**config.mk**
```make
export PLATFORM = sky130hd
export DESIGN_NAME = ecg_r_peak_detector_core
export DESIGN_NICKNAME = d
export VERILOG_FILES = /design/src/ecgrpd_pkg.sv /design/src/ecgrpd_ram.sv /design/src/ecg_r_peak_detector_core.sv
export SDC_FILE = /design/constraint.sdc
export NUM_CORES = 2
export LEC_CHECK = 0
export BUFFER_PORTS_ARGS = -buffer_cell sky130_fd_sc_hd__buf_2
export CAP_MARGIN = 15
export CORE_MARGIN = 5
export CORE_UTILIZATION = 35
export CTS_BUF_LIST = sky130_fd_sc_hd__clkbuf_8
export DETAILED_ROUTE_END_ITERATION = 12
export GPL_TIMING_DRIVEN = 0
export HOLD_SLACK_MARGIN = 0.06
export PLACE_DENSITY = 0.58
export SYNTH_ARGS = -nofsm -noshare
export SYNTH_HDL_FRONTEND = slang
export SYNTH_SLANG_ARGS = --single-unit
```
**constraint.sdc**
```tcl
create_clock -name clk -period 9.9 [get_ports clk]
set_input_delay 1.485 -clock clk [delete_from_list [all_inputs] [get_ports clk]]
set_output_delay 1.485 -clock clk [all_outputs]
set_load 0.1 [all_outputs]
```
**src/ecgrpd_pkg.sv**
```systemverilog
// shared types, widths and helpers of the ecg r-peak detector
`default_nettype none
package ecgrpd_pkg;

  localparam int SMP_W       = 16;
  localparam int TS_W        = 31;
  localparam int GAP_W       = 16;
  localparam int WMAX_W      = 15;
  localparam int ALU_W       = 33;
  localparam int IN_TDATA_W  = 64;
  localparam int OUT_TDATA_W = 64;
  // moving average length, a power of two so the average is a biased shift
  localparam int AVG_WINDOW  = 32;
  localparam logic [GAP_W-1:0] GAP_RESET = 16'd32;

  typedef logic signed [ALU_W-1:0] alu_t;

  typedef enum logic [4:0] {
    ST_IDLE,
    ST_AVG0,
    ST_AVG1,
    ST_AVG2,
    ST_AVG3,
    ST_DIV,
    ST_PMAX,
    ST_SCAN,
    ST_SCANE,
    ST_HDIFF,
    ST_HALF,
    ST_QTR,
    ST_OFF,
    ST_THR,
    ST_CMPA,
    ST_CMPB,
    ST_GAP,
    ST_GAPCMP,
    ST_EMIT
  } state_t;

  function automatic alu_t sext_smp(input logic [SMP_W-1:0] v);
    return {{(ALU_W-SMP_W){v[SMP_W-1]}}, v};
  endfunction

endpackage
`default_nettype wire

```
**src/ecgrpd_ram.sv**
```systemverilog
// generic simple dual-port ram with registered read
`default_nettype none
module ecgrpd_ram #(
  parameter int WIDTH = 16,
  parameter int DEPTH = 128
) (
  input  wire logic                     clk,
  input  wire logic                     wr_en,
  input  wire logic [$clog2(DEPTH)-1:0] wr_addr,
  input  wire logic [WIDTH-1:0]         wr_data,
  input  wire logic [$clog2(DEPTH)-1:0] rd_addr,
  output logic      [WIDTH-1:0]         rd_data
);

  logic [WIDTH-1:0] mem [DEPTH];

  always_ff @(posedge clk) begin
    if (wr_en) begin
      mem[wr_addr] <= wr_data;
    end
    rd_data <= mem[rd_addr];
  end

endmodule
`default_nettype wire

```
**src/ecg_r_peak_detector_core.sv**
```systemverilog
// requests are taken only in idle, after the last result has moved to the output register
// the pace is set by the scan of the max ring (one ram read a cycle) on one shared
// add/compare unit; a result not yet taken holds the sequencer in its last step
// reset: rst_n synchronous active low; rings read as zero until filled, no clearing pass
// min_peak_gap resets to 32, cfg writes are taken in any cycle
`default_nettype none
module ecg_r_peak_detector_core
  import ecgrpd_pkg::*;
#(
  parameter int MAX_WINDOW = 128
) (
  input  wire logic                   clk,
  input  wire logic                   rst_n,
  // sample_a [15:0], sample_b [31:16], timestamp [62:32], zero pad [63]
  input  wire logic                   in_tvalid,
  output logic                        in_tready,
  input  wire logic [IN_TDATA_W-1:0]  in_tdata,
  // moving_average [15:0], window_max [30:16], rr_interval [61:31], zero pad [63:62]
  output logic                        out_tvalid,
  input  wire logic                   out_tready,
  output logic [OUT_TDATA_W-1:0]      out_tdata,
  // peak_found [0]
  output logic                        out_tuser,
  input  wire logic                   cfg_valid,
  output logic                        cfg_ready,
  input  wire logic [GAP_W-1:0]       cfg_data
);

  localparam int AAW   = $clog2(AVG_WINDOW);
  localparam int MAW   = $clog2(MAX_WINDOW);
  localparam int SUM_W = SMP_W + $clog2(AVG_WINDOW);

  state_t state_r, state_nxt;

  logic [SMP_W-1:0]  a_r, b_r;
  logic [TS_W-1:0]   t_r;
  logic [SUM_W-1:0]  sum_r;
  logic [AAW-1:0]    avg_slot_r;
  logic              avg_full_r;
  logic [MAW-1:0]    max_slot_r;
  logic              max_full_r;
  logic [TS_W-1:0]   last_peak_r;
  logic [GAP_W-1:0]  gap_r;
  alu_t              tmp_r, thr_r;
  logic [SMP_W-1:0]  avg_r;
  logic [WMAX_W-1:0] wmax_r;
  logic [MAW-1:0]    scan_idx_r;
  logic              pend_r, ok_r;
  logic              cand_r, peak_r;
  logic [TS_W-1:0]   rr_r;
  logic              out_vld_r;
  logic [SMP_W-1:0]  out_avg_r;
  logic [WMAX_W-1:0] out_wmax_r;
  logic [TS_W-1:0]   out_rr_r;
  logic              out_peak_r;

  // shared add/subtract/compare unit
  alu_t alu_a, alu_b, alu_res;
  logic alu_sub, alu_gt, alu_ge;
  alu_t avg_q;

  logic              avg_wr_en, max_wr_en;
  logic [SMP_W-1:0]  avg_wr_data, max_wr_data;
  logic [SMP_W-1:0]  avg_rd, max_rd;
  logic              out_free;
  logic              in_acc;

  assign alu_res = alu_a + (alu_sub ? ~alu_b : alu_b) + ALU_W'(alu_sub);
  assign alu_ge  = !alu_res[ALU_W-1];
  assign alu_gt  = alu_ge && (alu_res != '0);
  assign avg_q   = alu_res >>> AAW;

  assign out_free  = !out_vld_r || out_tready;
  assign in_acc    = in_tvalid && in_tready;
  assign cfg_ready = 1'b1;

  ecgrpd_ram #(.WIDTH(SMP_W), .DEPTH(AVG_WINDOW)) u_avg_ram (
    .clk     (clk),
    .wr_en   (avg_wr_en),
    .wr_addr (avg_slot_r),
    .wr_data (avg_wr_data),
    .rd_addr (avg_slot_r),
    .rd_data (avg_rd)
  );

  ecgrpd_ram #(.WIDTH(SMP_W), .DEPTH(MAX_WINDOW)) u_max_ram (
    .clk     (clk),
    .wr_en   (max_wr_en),
    .wr_addr (max_slot_r),
    .wr_data (max_wr_data),
    .rd_addr (scan_idx_r),
    .rd_data (max_rd)
  );

  // next state
  always_comb begin
    state_nxt = state_r;
    unique case (state_r)
      ST_IDLE:   if (in_acc) state_nxt = ST_AVG0;
      ST_AVG0:   state_nxt = ST_AVG1;
      ST_AVG1:   state_nxt = ST_AVG2;
      ST_AVG2:   state_nxt = ST_AVG3;
      ST_AVG3:   state_nxt = ST_DIV;
      ST_DIV:    state_nxt = ST_PMAX;
      ST_PMAX:   state_nxt = ST_SCAN;
      ST_SCAN:   if (scan_idx_r == MAW'(MAX_WINDOW-1)) state_nxt = ST_SCANE;
      ST_SCANE:  state_nxt = ST_HDIFF;
      ST_HDIFF:  state_nxt = ST_HALF;
      ST_HALF:   state_nxt = ST_QTR;
      ST_QTR:    state_nxt = ST_OFF;
      ST_OFF:    state_nxt = ST_THR;
      ST_THR:    state_nxt = ST_CMPA;
      ST_CMPA:   state_nxt = ST_CMPB;
      ST_CMPB:   state_nxt = ST_GAP;
      ST_GAP:    state_nxt = ST_GAPCMP;
      ST_GAPCMP: state_nxt = ST_EMIT;
      ST_EMIT:   if (out_free) state_nxt = ST_IDLE;
      default:   state_nxt = ST_IDLE;
    endcase
  end

  // outputs of the sequencer: alu operands and ram controls
  always_comb begin
    in_tready   = (state_r == ST_IDLE);
    alu_a       = '0;
    alu_b       = '0;
    alu_sub     = 1'b0;
    avg_wr_en   = 1'b0;
    avg_wr_data = a_r;
    max_wr_en   = 1'b0;
    max_wr_data = a_r;
    unique case (state_r)
      ST_AVG0, ST_AVG2: begin
        alu_a       = sext_smp((state_r == ST_AVG0) ? a_r : b_r);
        alu_b       = avg_full_r ? sext_smp(avg_rd) : '0;
        alu_sub     = 1'b1;
        avg_wr_en   = 1'b1;
        avg_wr_data = (state_r == ST_AVG0) ? a_r : b_r;
      end
      ST_AVG1, ST_AVG3: begin
        alu_a = {{(ALU_W-SUM_W){sum_r[SUM_W-1]}}, sum_r};
        alu_b = tmp_r;
      end
      // bias a negative sum so the shift truncates toward zero
      ST_DIV: begin
        alu_a = {{(ALU_W-SUM_W){sum_r[SUM_W-1]}}, sum_r};
        alu_b = sum_r[SUM_W-1] ? ALU_W'(AVG_WINDOW-1) : '0;
      end
      ST_PMAX: begin
        alu_a       = sext_smp(a_r);
        alu_b       = sext_smp(b_r);
        alu_sub     = 1'b1;
        max_wr_en   = 1'b1;
        max_wr_data = alu_gt ? a_r : b_r;
      end
      ST_SCAN, ST_SCANE: begin
        alu_a   = sext_smp(max_rd);
        alu_b   = {{(ALU_W-WMAX_W){1'b0}}, wmax_r};
        alu_sub = 1'b1;
      end
      ST_HDIFF: begin
        alu_a   = {{(ALU_W-WMAX_W){1'b0}}, wmax_r};
        alu_b   = sext_smp(avg_r);
        alu_sub = 1'b1;
      end
      // bias negative values so the shift truncates toward zero
      ST_HALF: begin
        alu_a = tmp_r;
        alu_b = tmp_r[ALU_W-1] ? ALU_W'(1) : '0;
      end
      ST_QTR: begin
        alu_a = tmp_r;
        alu_b = tmp_r[ALU_W-1] ? ALU_W'(3) : '0;
      end
      ST_OFF: begin
        alu_a = tmp_r;
        alu_b = thr_r;
      end
      ST_THR: begin
        alu_a = thr_r;
        alu_b = sext_smp(avg_r);
      end
      ST_CMPA, ST_CMPB: begin
        alu_a   = sext_smp((state_r == ST_CMPA) ? a_r : b_r);
        alu_b   = thr_r;
        alu_sub = 1'b1;
      end
      ST_GAP: begin
        alu_a   = {{(ALU_W-TS_W){1'b0}}, t_r};
        alu_b   = {{(ALU_W-TS_W){1'b0}}, last_peak_r};
        alu_sub = 1'b1;
      end
      ST_GAPCMP: begin
        alu_a   = tmp_r;
        alu_b   = {{(ALU_W-GAP_W){1'b0}}, gap_r};
        alu_sub = 1'b1;
      end
      default: begin
      end
    endcase
  end

  // control state
  always_ff @(posedge clk) begin
    if (!rst_n) begin
      state_r     <= ST_IDLE;
      sum_r       <= '0;
      avg_slot_r  <= '0;
      avg_full_r  <= 1'b0;
      max_slot_r  <= '0;
      max_full_r  <= 1'b0;
      last_peak_r <= '0;
      gap_r       <= GAP_RESET;
      scan_idx_r  <= '0;
      pend_r      <= 1'b0;
      out_vld_r   <= 1'b0;
    end else begin
      state_r <= state_nxt;
      if (cfg_valid && cfg_ready) begin
        gap_r <= cfg_data;
      end
      if (state_r == ST_EMIT && out_free) begin
        out_vld_r <= 1'b1;
      end else if (out_tready) begin
        out_vld_r <= 1'b0;
      end
      unique case (state_r)
        ST_AVG0, ST_AVG2: begin
          if (avg_slot_r == AAW'(AVG_WINDOW-1)) begin
            avg_slot_r <= '0;
            avg_full_r <= 1'b1;
          end else begin
            avg_slot_r <= avg_slot_r + AAW'(1);
          end
        end
        ST_AVG1, ST_AVG3: sum_r <= alu_res[SUM_W-1:0];
        ST_PMAX: begin
          if (max_slot_r == MAW'(MAX_WINDOW-1)) begin
            max_slot_r <= '0;
            max_full_r <= 1'b1;
          end else begin
            max_slot_r <= max_slot_r + MAW'(1);
          end
          pend_r     <= 1'b0;
          scan_idx_r <= '0;
        end
        ST_SCAN: begin
          pend_r <= 1'b1;
          if (scan_idx_r == MAW'(MAX_WINDOW-1)) begin
            scan_idx_r <= '0;
          end else begin
            scan_idx_r <= scan_idx_r + MAW'(1);
          end
        end
        ST_SCANE:  pend_r <= 1'b0;
        ST_GAPCMP: if (cand_r && alu_gt) last_peak_r <= t_r;
        default: begin
        end
      endcase
    end
  end

  // datapath registers
  always_ff @(posedge clk) begin
    if (in_acc) begin
      a_r <= in_tdata[SMP_W-1:0];
      b_r <= in_tdata[2*SMP_W-1:SMP_W];
      t_r <= in_tdata[2*SMP_W+TS_W-1:2*SMP_W];
    end
    unique case (state_r)
      ST_AVG0, ST_AVG2: tmp_r <= alu_res;
      ST_DIV:   avg_r <= avg_q[SMP_W-1:0];
      ST_PMAX:  wmax_r <= '0;
      ST_SCAN: begin
        ok_r <= max_full_r || (scan_idx_r < max_slot_r);
        if (pend_r && ok_r && alu_gt) wmax_r <= max_rd[WMAX_W-1:0];
      end
      ST_SCANE: if (pend_r && ok_r && alu_gt) wmax_r <= max_rd[WMAX_W-1:0];
      ST_HDIFF: tmp_r <= alu_res;
      ST_HALF:  tmp_r <= alu_res >>> 1;
      ST_QTR:   thr_r <= alu_res >>> 2;
      ST_OFF:   thr_r <= alu_res;
      ST_THR:   thr_r <= alu_res;
      ST_CMPA:  cand_r <= alu_gt;
      ST_CMPB:  cand_r <= cand_r || alu_gt;
      ST_GAP:   tmp_r <= alu_res;
      ST_GAPCMP: begin
        peak_r <= cand_r && alu_gt;
        rr_r   <= (cand_r && alu_gt) ? tmp_r[TS_W-1:0] : '0;
      end
      ST_EMIT: begin
        if (out_free) begin
          out_avg_r  <= avg_r;
          out_wmax_r <= wmax_r;
          out_rr_r   <= rr_r;
          out_peak_r <= peak_r;
        end
      end
      default: begin
      end
    endcase
  end

  assign out_tvalid = out_vld_r;
  assign out_tuser  = out_peak_r;
  assign out_tdata  = {{(OUT_TDATA_W-SMP_W-WMAX_W-TS_W){1'b0}}, out_rr_r, out_wmax_r, out_avg_r};

`ifndef SYNTH
  a_accept_starts_avg: assert property (@(posedge clk) disable iff (!rst_n)
    in_tvalid && in_tready |=> state_r == ST_AVG0)
    else $error("accepted request did not start the average update");

  a_avg_full_sticky: assert property (@(posedge clk) disable iff (!rst_n)
    avg_full_r |=> avg_full_r)
    else $error("average ring fill flag dropped");

  a_max_full_sticky: assert property (@(posedge clk) disable iff (!rst_n)
    max_full_r |=> max_full_r)
    else $error("max ring fill flag dropped");

  a_scan_monotonic: assert property (@(posedge clk) disable iff (!rst_n)
    state_r == ST_SCAN |=> wmax_r >= $past(wmax_r))
    else $error("window max decreased during scan");

  a_scan_idx_home: assert property (@(posedge clk) disable iff (!rst_n)
    scan_idx_r != '0 |-> state_r == ST_SCAN)
    else $error("scan index left off zero outside the scan");
`endif

endmodule
`default_nettype wire

```
# After elaboration in Yosys (flattened, before gate mapping)

Memories as Yosys holds them, arrays and structs flattened. A register that Yosys moved wholly into a read port is not among the register bits.
Index checks and enable logic that the tools add are counted.

Add/subtract/negate cells: 5
Magnitude comparators: 1
Equality and inequality tests: 25
Mux-type cells: 35
Bitwise logic cells: 1
Reduce and logical (&&, ||, !) cells: 38

Operator list:

| cell                                                            | number |
|---|---|
| 33-bit case mux with 11 select lines                            | 1 |
| 33-bit case mux with 9 select lines                             | 1 |
| 33-bit case mux with 2 select lines                             | 2 |
| 5-bit case mux with 19 select lines                             | 1 |
| 16-bit two-way mux                                              | 5 |
| 33-bit two-way mux                                              | 2 |
| 5-bit by 4-bit == test with 1-bit output, second input constant | 8 |
| 33-bit by 1-bit adder with 33-bit output                        | 1 |
| 33-bit adder                                                    | 1 |
| 33-bit NOT                                                      | 1 |
| 33-bit nonzero test                                             | 1 |
| 15-bit case mux with 2 select lines                             | 1 |
| 5-bit two-way mux                                               | 5 |
| 5-bit by 3-bit == test with 1-bit output, second input constant | 4 |
| 5-bit == test, second input constant                            | 4 |
| 15-bit two-way mux                                              | 1 |
| 7-bit by 1-bit adder with 7-bit output, second input constant   | 2 |
| 7-bit == test, second input constant                            | 2 |
| 7-bit two-way mux                                               | 2 |
| 7-bit case mux with 2 select lines                              | 1 |
| 2-bit nonzero test                                              | 7 |
| 2-bit OR reduction                                              | 7 |
| 5-bit by 2-bit == test with 1-bit output, second input constant | 2 |
| 1-bit two-way mux                                               | 10 |
| 16 further kinds                                                | 33 |

Register bits after elaboration: 353
Memory bits (writable): 2560
Bits of input ports: 85
Output and inout bits: 68
Logic and storage cells: 133
Memories: 2

Memories:

| name          | depth | bits a word | rd ports | clocked after memory_dff | write ports | line             | RTL |
|---|---|---|---|---|---|---|---|
| u_max_ram.mem | 128   | 16          | 1        | 1                        | 1           | ecgrpd_ram.sv:15 | `logic [WIDTH-1:0] mem [DEPTH];` |
| u_avg_ram.mem | 32    | 16          | 1        | 1                        | 1           | ecgrpd_ram.sv:15 |  |

# Longest topological paths before layout

Word-level depth: 12
Mapped depth: 26
Mapped depth without buffers: 20

# Hierarchy

Synthesis repeated with hierarchy kept, for this count alone.

Cells, all modules: 6092
Area, all modules: 117828.0 um^2

Modules (own cells, without submodules):

| module                   | times used | cells an instance | area an instance (um^2) | seq. area each (um^2) |
|---|---|---|---|---|
| ecgrpd_ram (u_max_ram)   | 1          | 3086              | 78522.8                 | 61819.3 |
| ecgrpd_ram (u_avg_ram)   | 1          | 1143              | 20534.7                 | 15695.1 |
| ecg_r_peak_detector_core | 1          | 1863              | 18770.5                 | 9639.2 |

# Least setup slack after synthesis

Ideal clock, no wire load.

Kind: register to register
Start point: reg state_r[2]
End point: mem u_max_ram.mem[0][15] (data pin)
Library setup time: 378 ps
Data arrival time: 6664 ps
Data required time: 9522 ps
Slack: 2858 ps
Cell stages (with the launch flop): 22
Path buffers: 4
Period minus slack after synthesis: 7042 ps
Path through: dfxtp_1 -> buf_6 -> or3b_1 -> clkbuf_1 -> nor2_2 -> clkbuf_1 -> a21oi_1 -> xor2_1 -> ha_1 -> clkbuf_1 -> nand2_1 -> o21a_1 -> o31ai_1 -> a21oi_1 -> o21bai_1 -> a221oi_1 -> o21ai_0 -> xnor2_1 -> or4_4 -> o41ai_4 -> nand2_4 -> mux2_2

Word-level cells in the longest chain between the ends: 11
Elaborated cells on any way between the ends: 40
Those cells by class: 2 x add/sub; 17 x eq/ne; 8 x mux; 1 x bitwise; 12 x reduce/logical

Ends and longest elaborated chain:

| item                                                             | line                                                             | RTL |
|---|---|---|
| start, declared                                                  | ecg_r_peak_detector_core.sv:33                                   | `state_t state_r, state_nxt;` |
| start signal, assigned                                           | ecg_r_peak_detector_core.sv:218                                  | `state_r <= state_nxt;` |
| 5-bit by 4-bit == test with 1-bit output (tied with other cells) | ecg_r_peak_detector_core.sv:132, ecg_r_peak_detector_core.sv:184 |  |
| 3-bit OR reduction (no line) (tied with other cells)             | -                                                                |  |
| 33-bit case mux with 11 select lines                             | ecg_r_peak_detector_core.sv:132                                  | `unique case (state_r)` |
| 33-bit NOT                                                       | ecg_r_peak_detector_core.sv:68                                   | `assign alu_res = alu_a + (alu_sub ? ~alu_b : alu_b) + ALU_W'(alu_sub);` |
| 33-bit two-way mux                                               | ecg_r_peak_detector_core.sv:68                                   |  |
| 33-bit adder                                                     | ecg_r_peak_detector_core.sv:68                                   |  |
| 33-bit by 1-bit adder with 33-bit output                         | ecg_r_peak_detector_core.sv:68                                   |  |
| 33-bit nonzero test / 1-bit logical NOT (equally long branches)  | ecg_r_peak_detector_core.sv:70, ecg_r_peak_detector_core.sv:69   |  |
| 1-bit logical AND                                                | ecg_r_peak_detector_core.sv:70                                   | `assign alu_gt = alu_ge && (alu_res != '0);` |
| 16-bit two-way mux                                               | ecg_r_peak_detector_core.sv:154                                  | `max_wr_data = alu_gt ? a_r : b_r;` |
| 16-bit two-way mux *                                             | ecg_r_peak_detector_core.sv:132                                  |  |
| via max_wr_data[15]                                              | ecg_r_peak_detector_core.sv:63                                   | `logic [SMP_W-1:0] avg_wr_data, max_wr_data;` |
| end, declared                                                    | ecgrpd_ram.sv:15                                                 |  |

The timed path passes the listed nets; every way through them passes the cells marked *.

# Worst setup path after layout

Start point: reg state_r[2]
End point: mem u_max_ram.mem[19][14] (data pin)

Word-level cells in the longest chain between the ends: 11
Elaborated cells on any way between the ends: 40
Those cells by class: 2 x add/sub; 17 x eq/ne; 8 x mux; 1 x bitwise; 12 x reduce/logical

Ends and longest elaborated chain:

| item                                                             | line                                                             | RTL |
|---|---|---|
| 5-bit by 4-bit == test with 1-bit output (tied with other cells) | ecg_r_peak_detector_core.sv:132, ecg_r_peak_detector_core.sv:184 |  |
| 3-bit OR reduction (no line) (tied with other cells)             | -                                                                |  |
| 33-bit case mux with 11 select lines                             | ecg_r_peak_detector_core.sv:132                                  |  |
| 33-bit NOT                                                       | ecg_r_peak_detector_core.sv:68                                   |  |
| 33-bit two-way mux                                               | ecg_r_peak_detector_core.sv:68                                   |  |
| 33-bit adder                                                     | ecg_r_peak_detector_core.sv:68                                   |  |
| 33-bit by 1-bit adder with 33-bit output *                       | ecg_r_peak_detector_core.sv:68                                   |  |
| via alu_res[11]                                                  | ecg_r_peak_detector_core.sv:58                                   | `alu_t alu_a, alu_b, alu_res;` |
| 33-bit nonzero test *                                            | ecg_r_peak_detector_core.sv:70                                   |  |
| 1-bit logical AND *                                              | ecg_r_peak_detector_core.sv:70                                   |  |
| 16-bit two-way mux *                                             | ecg_r_peak_detector_core.sv:154                                  |  |
| 16-bit two-way mux *                                             | ecg_r_peak_detector_core.sv:132                                  |  |
| via max_wr_data[14]                                              | ecg_r_peak_detector_core.sv:63                                   |  |

Marked as above.

==> results.json <==
{
  "r2r_slack_ps": 160,
  "grt-ovfl-total": 0,
  "drcViolationCount": 0,
  "power.total_mw": 29.4,
  "clk_pin_slew_ps": 60,
  "io_pins": 153,
  "hp-class": "register to register",
  "area_growth_pct": 16.8,
  "grt_pass1_wl_um": 469000,
  "worstPathArrival_ps": 10530,
  "cts_setup_buffers": 0,
  "drt-pass1-iter-count": 8,
  "finalCriticalPeriod_ps": 9740,
  "ant_nets": 0,
  "rsz0062_at_grt": "false",
  "layout-drive-gt1-share": 0.290,
  "grt_pass1_vias": 62300,
  "fin_crit_sh": 0.984,
  "critPathKind": "register to register",
  "ys_types": 83,
  "syn_area_per_cell_um2": 20.5,
  "fp-row-count": 211,
  "fillers": 29000,
  "drt_iter0_drc": 7592,
  "core_region_area_mm2": 0.331,
  "wl_per_cell_um": 29.5,
  "critPathLaunchType": "register",
  "crit_end": "u_max_ram.mem[19][14]$_DFFE_PP_",
  "r2r_start": "state_r[2]$_SDFFE_PN0P_",
  "die_x_um": 586,
  "yosys_warnings": 0,
  "synth_seq_cells": 2945,
  "cts_max_level": 5,
  "finalHoldViolCount": 0,
  "clockBufferDepth": 4,
  "fin_cells": 11300,
  "clock_sinks": 2945,
  "worst_pin_slew_ps": 1330,
  "gp_congestion": 0.961,
  "grt.total_usage": 0.190,
  "syn_inst": 5670,
  "peakVddDrop_uv": 149,
  "cp.required_ps": 10700,
  "synth-edff-count": 2817,
  "vias": 62000,
  "hold_buffers": 0,
  "clk_latency_ps": 1140,
  "setup_tns_ps": 0,
  "max_slew_margin": 0.0876,
  "die_area_mm2": 0.344,
  "place_inst": 10400,
  "numCtsBuffers": 471,
  "crit_start": "state_r[2]$_SDFFE_PN0P_",
  "finalMaxSlewViolations": 0,
  "crit_path_end_kind": "register",
  "maxCapViolations": 0,
  "powerDensity_mw_per_mm2": 217,
  "synth-seq-area-share": 0.750,
  "crit_fanout": 69,
  "cts_root_buffer": "clkbuf_8",
  "worstReg2RegEnd": "u_max_ram.mem[19][14]$_DFFE_PP_",
  "io_buffer_count": 146,
  "wirelength_um": 334000,
  "fin_util": 0.411,
  "start_util": 0.352,
  "cts_resized": 0,
  "die-height_um": 586,
  "synth_ff_type": "edfxtp_1",
  "antenna_found_initial": 16,
  "max_clock_freq_ghz": 0.103,
  "tritoncts": "yes",
  "dp_hpwl_um": 234000,
  "outcome": "finished clean",
  "syn-cell-area_mm2": 0.116,
  "setup_viol": 0,
  "finalClockSkew_ps": 202,
  "worstRegToRegCells": 25,
  "fin_hold_ws_ps": 391,
  "grt_max_degree": 129,
  "power.leakage_nw": 42.4,
  "fin_nets": 6665,
  "vias_per_cell": 5.49,
  "synth-async-reset-ratio": 0
}
==> per-stage QoR <==
| step | area [µm²] | setup slack, ps |
|---|---|---|
| 2_1_floorplan | 116000 | 2860 |
| 3_3_place_gp | 122000 | -1390 |
| 5_1_grt | 136000 | 32.4 |
| 3_5_place_dp | 127000 | 381 |
| 4_1_cts | 135000 | 232 |
| 6_report | 136000 | 162 |
==> flip-flops by register name, indices dropped and copies added (netlist names), 15 cells and up <==
name and flops:
u_avg_ram.mem 512, t_r 31, u_max_ram.rd_data 16, tmp_r 33, out_rr_r 31, a_r 16, u_max_ram.mem 2048, u_avg_ram.rd_data 16
out_avg_r 16, wmax_r 15, last_peak_r 31, b_r 16, out_wmax_r 15, rr_r 31, sum_r 21, avg_r 16
gap_r 16, thr_r 33
==> cells in the final DEF, fill, tap and decap left out, types with 128 or more instances in the layout <==
cell and instances:
dfxtp_1 128, clkbuf_1 230, clkbuf_8 488, nand2_1 360, inv_1 204, nor2_2 161, buf_2 158, buf_8 177
edfxtp_1 2817, mux4_2 798
==> logic make-up (layout without fill, tap and decap cells) <==
| group | count (synthesis) | count (layout) | share of synthesized area |
|---|---|---|---|
| mux | 895 | 895 | 0.164 |
| flops | 2945 | 2945 | 0.750 |
| other cells | 2 | 11 | 0.0000646 |
| simple gates | 860 | 860 | 0.0338 |
| fa+ha+maj | 45 | 45 | 0.00491 |
| compound gates | 487 | 487 | 0.0294 |
| xor+xnor | 73 | 73 | 0.00550 |
| buf+inv | 363 | 1612 | 0.0124 |
==> worst max-delay path: stages (launching register included) <==
cell and delay (ps):
dfxtp_1 320, buf_6 140, nor4b_2 830, and2_0 290, clkbuf_1 400, clkbuf_1 500
a22oi_1 260, nand3_1 210, a21oi_1 70, xor2_1 170, ha_1 320, clkbuf_1 190
a21o_1 210, a31o_2 310, a21boi_0 630, o21ai_0 280, nand2b_1 220, xnor2_1 820
inv_1 440, nor2_1 210, nand4_1 180, o41ai_4 660, nand2_4 240, buf_6 250
mux2_4 690, buf_16 310
==> how the worst min path moves through the flow <==
stage                              to  slack [ps]  cells after the start                    from
2_1_floorplan   out_rr_r[0]$_DFFE_PP_         400                      0   rr_r[0]$_SDFFCE_PN0N_
3_3_place_gp   out_rr_r[19]$_DFFE_PP_         400                      0  rr_r[19]$_SDFFCE_PN0N_
3_5_place_dp   out_rr_r[10]$_DFFE_PP_         400                      0  rr_r[10]$_SDFFCE_PN0N_
4_1_cts        out_rr_r[16]$_DFFE_PP_         410                      0  rr_r[16]$_SDFFCE_PN0N_
5_1_grt         out_rr_r[1]$_DFFE_PP_         430                      0   rr_r[1]$_SDFFCE_PN0N_
6_report       out_rr_r[16]$_DFFE_PP_         390                      0  rr_r[16]$_SDFFCE_PN0N_
==> routing by layer <==
| metal | part of all wire | track usage | wire length (µm) |
|---|---|---|---|
| met3 | 0.092 | 0.0423 | 30800 |
| met4 | 0.033 | 0.0594 | 11100 |
| met2 | 0.46 | 0.297 | 154000 |
| met1 | 0.41 | 0.266 | 137000 |
| met5 | 0.000060 | 0 | 20 |
==> cell type report <==
type | count | area [µm²] | share of cell area
sequential | 2945 | 87200 | 0.642
multi-input combinational | 2363 | 28100 | 0.207
clock buffer | 488 | 6720 | 0.0495
tap | 4366 | 5460 | 0.0402
timing repair buffer | 391 | 4960 | 0.0366
clock inverter | 370 | 1800 | 0.0133
buffer | 330 | 1330 | 0.00981
inverter | 33 | 126 | 0.000931
antenna | 8 | 20.0 | 0.000148
==> power breakdown <==
group	internal (mW)	switching (mW)	leakage (nW)	total [mW]
combinational	1.45	3.54	11.0	5.00
clock	4.69	4.83	5.01	9.51
sequential	14.6	0.271	26.4	14.9
==> Yosys cell counts (all sizes together) (6+ instances only) <==
| cell type | number | area share |
|---|---|---|
| inv | 33 | 0.0011 |
| nor3 | 16 | 0.00079 |
| o211ai | 6 | 0.00039 |
| edfxtp | 2817 | 0.73 |
| a221oi | 20 | 0.0015 |
| mux4 | 798 | 0.15 |
| a222oi | 44 | 0.0038 |
| a31oi | 9 | 0.00048 |
| nand4 | 43 | 0.0023 |
| nand2 | 361 | 0.012 |
| a21boi | 19 | 0.0012 |
| dfxtp | 128 | 0.022 |
| clkbuf | 237 | 0.0077 |
| a22oi | 115 | 0.0074 |
| and2 | 64 | 0.0034 |
| nor3b | 7 | 0.00045 |
| nor2 | 234 | 0.0076 |
| a21o | 11 | 0.00071 |
| xor2 | 24 | 0.0018 |
| or4 | 6 | 0.00042 |
| nor2b | 28 | 0.0015 |
| ha | 44 | 0.0047 |
| o21ai | 87 | 0.0038 |
| o21a | 10 | 0.00065 |
| nand2b | 11 | 0.00059 |
| a211oi | 6 | 0.00039 |
| mux2 | 34 | 0.0036 |
| xnor2 | 49 | 0.0037 |
| nand3b | 6 | 0.00039 |
| o21bai | 10 | 0.00065 |
| nand3 | 38 | 0.0016 |
| a21oi | 96 | 0.0041 |
| and3 | 12 | 0.00065 |
| mux2i | 63 | 0.0054 |
| o31ai | 9 | 0.00058 |
| o221ai | 10 | 0.00075 |
| buf | 93 | 0.0037 |
Note: power is estimated with default switching activity, not from simulation.
